`src/rtl/mpq_pkg.sv`:
```
// shared types and codes for the max priority queue
package mpq_pkg;

  localparam int DATA_W = 32;

  localparam logic FUNC_INSERT  = 1'b0;
  localparam logic FUNC_SERVICE = 1'b1;

  typedef enum logic [1:0] {
    ST_OK    = 2'd0,
    ST_FULL  = 2'd1,
    ST_EMPTY = 2'd2
  } status_t;

  // operation broadcast to every cell of the chain
  typedef struct packed {
    logic do_insert;
    logic do_service;
  } cell_ctrl_t;

endpackage

```
`src/rtl/mpq_cell.sv`:
```
// one slot of the sorted chain: holds an entry and trades it with its neighbors
module mpq_cell import mpq_pkg::*; #(
  parameter int PRIO_BITS = 8
) (
  input  logic                        clk,
  input  logic                        rst,
  input  cell_ctrl_t                  ctrl,
  input  logic        [PRIO_BITS-1:0] new_prio,
  input  logic signed [DATA_W-1:0]    new_data,
  input  logic                        prev_keep,
  input  logic                        prev_valid,
  input  logic        [PRIO_BITS-1:0] prev_prio,
  input  logic signed [DATA_W-1:0]    prev_data,
  input  logic                        next_valid,
  input  logic        [PRIO_BITS-1:0] next_prio,
  input  logic signed [DATA_W-1:0]    next_data,
  output logic                        keep,
  output logic                        valid,
  output logic        [PRIO_BITS-1:0] prio,
  output logic signed [DATA_W-1:0]    data
);

  logic                        valid_next;
  logic        [PRIO_BITS-1:0] prio_next;
  logic signed [DATA_W-1:0]    data_next;

  // entry stays put when it ranks at or above the new one (fifo among equals)
  assign keep = valid && (prio >= new_prio);

  always_comb begin
    valid_next = valid;
    prio_next  = prio;
    data_next  = data;
    priority if (ctrl.do_service) begin
      valid_next = next_valid;
      prio_next  = next_prio;
      data_next  = next_data;
    end else if (ctrl.do_insert && !keep) begin
      if (prev_keep) begin
        valid_next = 1'b1;
        prio_next  = new_prio;
        data_next  = new_data;
      end else begin
        valid_next = prev_valid;
        prio_next  = prev_prio;
        data_next  = prev_data;
      end
    end
  end

  always_ff @(posedge clk) begin
    if (rst) begin
      valid <= 1'b0;
      prio  <= '0;
    end else begin
      valid <= valid_next;
      prio  <= prio_next;
    end
  end

  always_ff @(posedge clk) begin
    data <= data_next;
  end

endmodule

```
`src/rtl/max_priority_queue_unit.sv`:
```
// top level of the max priority queue: a sorted chain of entry cells
//
// Command interface: an item is taken at a rising edge where start is high
// and busy is low. func selects insert (priority_req, data) or service, which
// removes the highest-priority entry; among equal priorities the oldest
// entry leaves first. busy is held low: the chain never stalls, so an item
// may be issued at every edge.
// Each item produces one result: done pulses for one cycle, the cycle after
// the item is taken, with status, front_data, front_priority, is_empty and
// entry_count describing the queue after the operation. Throughput is 1
// item per cycle, set by the single compare-and-shift step of each cell
// that moves the whole chain at once.
// An insert into a full queue or a service of an empty one leaves the queue
// unchanged and reports full or empty status. The receiver cannot stall:
// results are valid only in the cycle done is high.
// Reset (rst, synchronous) empties the queue and clears done.
module max_priority_queue_unit import mpq_pkg::*; #(
  parameter int DEPTH     = 16,
  parameter int PRIO_BITS = 8,
  localparam int CNT_W    = $clog2(DEPTH + 1)
) (
  input  logic                        clk,
  input  logic                        rst,
  input  logic                        start,
  output logic                        busy,
  input  logic                        func,
  input  logic        [PRIO_BITS-1:0] priority_req,
  input  logic signed [DATA_W-1:0]    data,
  output logic                        done,
  output logic        [1:0]           status,
  output logic signed [DATA_W-1:0]    front_data,
  output logic        [PRIO_BITS-1:0] front_priority,
  output logic                        is_empty,
  output logic        [CNT_W-1:0]     entry_count
);

  logic                        cell_keep  [DEPTH];
  logic                        cell_valid [DEPTH];
  logic        [PRIO_BITS-1:0] cell_prio  [DEPTH];
  logic signed [DATA_W-1:0]    cell_data  [DEPTH];

  logic [CNT_W-1:0] count;
  logic [CNT_W-1:0] count_next;
  status_t          op_status;
  status_t          op_status_next;
  cell_ctrl_t       ctrl;
  logic             accept;
  logic             full;
  logic             empty;

  assign busy   = 1'b0;
  assign accept = start && !busy;
  assign full   = (count == CNT_W'(DEPTH));
  assign empty  = (count == '0);

  always_comb begin
    ctrl           = '0;
    count_next     = count;
    op_status_next = ST_OK;
    if (accept) begin
      unique case (func)
        FUNC_INSERT: begin
          if (full) begin
            op_status_next = ST_FULL;
          end else begin
            ctrl.do_insert = 1'b1;
            count_next     = count + 1'b1;
          end
        end
        FUNC_SERVICE: begin
          if (empty) begin
            op_status_next = ST_EMPTY;
          end else begin
            ctrl.do_service = 1'b1;
            count_next      = count - 1'b1;
          end
        end
        default: op_status_next = ST_OK;
      endcase
    end
  end

  for (genvar i = 0; i < DEPTH; i++) begin : g_cell
    logic                        p_keep;
    logic                        p_valid;
    logic        [PRIO_BITS-1:0] p_prio;
    logic signed [DATA_W-1:0]    p_data;
    logic                        n_valid;
    logic        [PRIO_BITS-1:0] n_prio;
    logic signed [DATA_W-1:0]    n_data;

    if (i == 0) begin : g_head
      // nothing ahead of the head: a non-keeping head takes the new entry
      assign p_keep  = 1'b1;
      assign p_valid = 1'b0;
      assign p_prio  = '0;
      assign p_data  = '0;
    end else begin : g_body
      assign p_keep  = cell_keep[i-1];
      assign p_valid = cell_valid[i-1];
      assign p_prio  = cell_prio[i-1];
      assign p_data  = cell_data[i-1];
    end

    if (i == DEPTH - 1) begin : g_tail
      assign n_valid = 1'b0;
      assign n_prio  = '0;
      assign n_data  = '0;
    end else begin : g_inner
      assign n_valid = cell_valid[i+1];
      assign n_prio  = cell_prio[i+1];
      assign n_data  = cell_data[i+1];
    end

    mpq_cell #(
      .PRIO_BITS(PRIO_BITS)
    ) u_cell (
      .clk        (clk),
      .rst        (rst),
      .ctrl       (ctrl),
      .new_prio   (priority_req),
      .new_data   (data),
      .prev_keep  (p_keep),
      .prev_valid (p_valid),
      .prev_prio  (p_prio),
      .prev_data  (p_data),
      .next_valid (n_valid),
      .next_prio  (n_prio),
      .next_data  (n_data),
      .keep       (cell_keep[i]),
      .valid      (cell_valid[i]),
      .prio       (cell_prio[i]),
      .data       (cell_data[i])
    );
  end

  always_ff @(posedge clk) begin
    if (rst) begin
      count     <= '0;
      done      <= 1'b0;
      op_status <= ST_OK;
    end else begin
      count     <= count_next;
      done      <= accept;
      op_status <= op_status_next;
    end
  end

  // head cell always holds the front entry
  assign status         = op_status;
  assign is_empty       = !cell_valid[0];
  assign front_data     = cell_valid[0] ? cell_data[0] : '0;
  assign front_priority = cell_valid[0] ? cell_prio[0] : '0;
  assign entry_count    = count;

endmodule
```
`config.mk`:
```
export PLATFORM = sky130hd
export DESIGN_NAME = max_priority_queue_unit
export DESIGN_NICKNAME = d
export VERILOG_FILES = /design/src/rtl/mpq_pkg.sv /design/src/rtl/mpq_cell.sv /design/src/rtl/max_priority_queue_unit.sv
export SDC_FILE = /design/constraint.sdc
export NUM_CORES = 2
export LEC_CHECK = 0
export ABC_CLOCK_PERIOD_IN_PS = 5700
export BUFFER_PORTS_ARGS = -buffer_cell sky130_fd_sc_hd__buf_2
export CAP_MARGIN = 20
export CORE_MARGIN = 1.5
export CORE_UTILIZATION = 45
export DETAILED_ROUTE_END_ITERATION = 10
export SLEW_MARGIN = 10
export SYNTH_ARGS = -nofsm -noshare
export SYNTH_HDL_FRONTEND = slang
export SYNTH_SLANG_ARGS = --single-unit
```
`constraint.sdc`:
```
create_clock -name clk -period 5.7 [get_ports clk]
set_input_delay 1.425 -clock clk [delete_from_list [all_inputs] [get_ports clk]]
set_output_delay 1.425 -clock clk [all_outputs]
set_load 0.02 [all_outputs]
```
==> metrics.cfg <==
[sta]
timing_worst_slew_pin_value_ps = 1050
drv_slew = 0
max_freq_mhz = 238
fin_skew_ps = 21.7
period_share_pct = 73.8
setup_violations = 0
slew_headroom_pct = 30.0
finalHoldViolations = 0
tns_ps = 0
fin_hold_ws_ps = 483
rsz0062_at_grt = false
layout_min_cycle_time_ps = 4210

[flow_run]
cap_violations = 0

[route]
dr.pass1.iters = 5
drc = 0
post_drt_wl_per_cell_um = 21.5
routed_wl_mm = 103
first_iter_violations = 2380
via_per_inst = 5.85
via_count = 28100
ant_nets = 0

[clock_tree]
htree_num_levels = 3
cts.sinks = 664
clockBufferDepth = 3
cts.clk_slew.worst_paths_ps = 60
cts_setup_buffers = 0
cts_tree = yes
root_buffer = clkbuf_16
cts_buffers = 76
cts_resized = 0
hold_buffers = 0
clock_latency_ps = 630

[floorplanning]
start_util_pct = 45.5
die_area_sq_um = 84900
die_h_um = 291
rows = 105
die-width_um = 291
io_pins = 94
core_sq_um = 82200

[grt]
grt_overflow_total = 0
grt_usage_pct = 24.0
grt_max_degree = 246
antenna_found_initial = 3
grt_pass1_wl_mm = 162
grt_pass1_vias = 27300

[yosys]
yosys-top-cells-count = 637 x nand2_1, 481 x mux2i_1, 480 x edfxtp_1, 442 x o21ai_0, 226 x nor2_1
netlist_area_sq_um = 37400
avgSynthCellArea_sq_um = 10.0
synth_edf_count = 480
yosysUniqueCellTypes = 75
yosysMostFrequentCell = nand2_1
netlist_instances = 3725
synth_area_leaders = edfxtp_1 39%, mux2i_1 13%, dfxtp_1 9.8%, nand2_1 6.4%, o21ai_0 5.9%
yosysTopAreaCellShare_pct = 38.5
post-synth-top-area-cell = edfxtp_1
ys_seq_area_share_pct = 48.3
ys_seq_elements = 664
synth_flop_cell = edfxtp_1
syn-num-nets = 3901
synth-warning-count = 0
async_reset_ff_share_pct = 0

[power_and_ir_drop]
leakagePower_nw = 16.8
p_total_mw = 15.8
p_per_area_nw_per_um2 = 383
ir_drop_uv = 207

[cells_and_area]
drive_gt1_share_pct = 11.3
nNetsFinal = 3839
fin_util_pct = 50.1
fillers = 7573
area_delta_synth_final_pct = 10.1
design_area_sq_um = 41200

[placement]
io_buffers = 92
dp_hpwl_mm = 66.3
place_area_sq_um = 38800
gp_congestion = 0.867

[critical_path]
required_ps = 6040
crit_path_start_kind = input port
crit_path_end_kind = flop
arrival_ps = 4540
cp_max_fo = 25
critical_path_class = in2reg

[worst_hold_path]
min_path_type = reg2reg

[status]
outcome = finished, final reports clean

[sequential cells by signal (all words and copies together) (netlist names)]
signal	count
done	1
entry_count	5
g_cell.u_cell.data	512
g_cell.u_cell.prio	128
g_cell.u_cell.valid	16
status	2
[path summary, 6_finish.rpt]
path	start	to	slack (ps)	depth (start not counted)
min	g_cell[11].u_cell.prio[0]	g_cell[11].u_cell.prio[0]	480	2
min reg2reg	g_cell[11].u_cell.prio[0]	g_cell[11].u_cell.prio[0]	480	2
max reg2reg	entry_count[3]	g_cell[5].u_cell.data[19]	2250	7
max	priority_req[0]	g_cell[14].u_cell.data[3]	1490	9
[through the flow]
step	worst slack (ps)	instances
2_1_floorplan	616	3725
3_3_place_gp	962	4655
3_5_place_dp	887	4655
4_1_cts	1540	4796
5_1_grt	1340	4797
6_report	1490	4798
[worst max-delay path: stages]
cell and delay [ps]:
buf_2 610, ha_1 240, nand2b_1 100, a211oi_1 70, o211ai_1 560, and2_2 820
buf_4 350, mux2i_1 210, o21ai_0 100
[where the power goes]
group / internal [mW] / switching (mW)
Sequential: 6.73 / 0.672
Combinational: 1.30 / 2.25
Clock: 2.74 / 2.10
Total: 10.8 / 5.02
[metal layers]
layer	track usage (%)	up-vias	part of all wire, %
met5	0	-	0
met1	34.9	13800	48
met4	6.29	0	2.1
li1	-	13500	-
met3	3.60	129	5.9
met2	37.1	713	44
[cell usage in the layout, fill, tap and decap left out, drive strengths merged, types with 15 or more instances in the layout]
| cell type | Yosys | routed |
|---|---|---|
| o41ai | 67 | 67 |
| mux2i | 481 | 481 |
| ha | 131 | 131 |
| o31ai | 60 | 60 |
| edfxtp | 480 | 480 |
| clkbuf | 161 | 103 |
| nand2 | 637 | 637 |
| nand3b | 52 | 52 |
| buf | 165 | 186 |
| nand2b | 17 | 17 |
| a311oi | 16 | 16 |
| o21a | 15 | 15 |
| a21oi | 127 | 127 |
| and2 | 44 | 44 |
| inv | 69 | 69 |
| nand3 | 15 | 15 |
| nor3 | 24 | 24 |
| o21ai | 503 | 503 |
| mux2 | 79 | 79 |
| dfxtp | 184 | 184 |
| clkinv | 0 | 33 |
| nor2 | 230 | 230 |
| o32ai | 30 | 30 |
[cell families (layout without fill, tap and decap cells)]
| kind of cell | Yosys count | in the layout | synth area share (%) |
|---|---|---|---|
| AO/OA/AOI/OAI | 905 | 905 | 14.8 |
| XOR/XNOR | 3 | 3 | 0.0702 |
| adder cells (fa/ha/maj) | 132 | 132 | 4.43 |
| buffers and inverters | 395 | 396 | 4.81 |
| flip-flops | 664 | 664 | 48.3 |
| multiplexers | 560 | 560 | 15.2 |
| other | 1 | 3 | 0.0100 |
| AND/OR/NAND/NOR | 1065 | 1065 | 12.3 |
[area by class of cell]
cell class | instances | area [sq um] | share of cell area (%)
timing repair buffer | 186 | 1390 | 3.36
clock inverter | 38 | 354 | 0.859
tap | 1070 | 1340 | 3.25
clock buffer | 103 | 2050 | 4.99
multi-input combinational | 2666 | 17700 | 43.0
inverter | 69 | 259 | 0.629
sequential | 664 | 18100 | 43.9
antenna | 2 | 5.00 | 0.0121
Note: power is estimated with default switching activity, not from simulation.
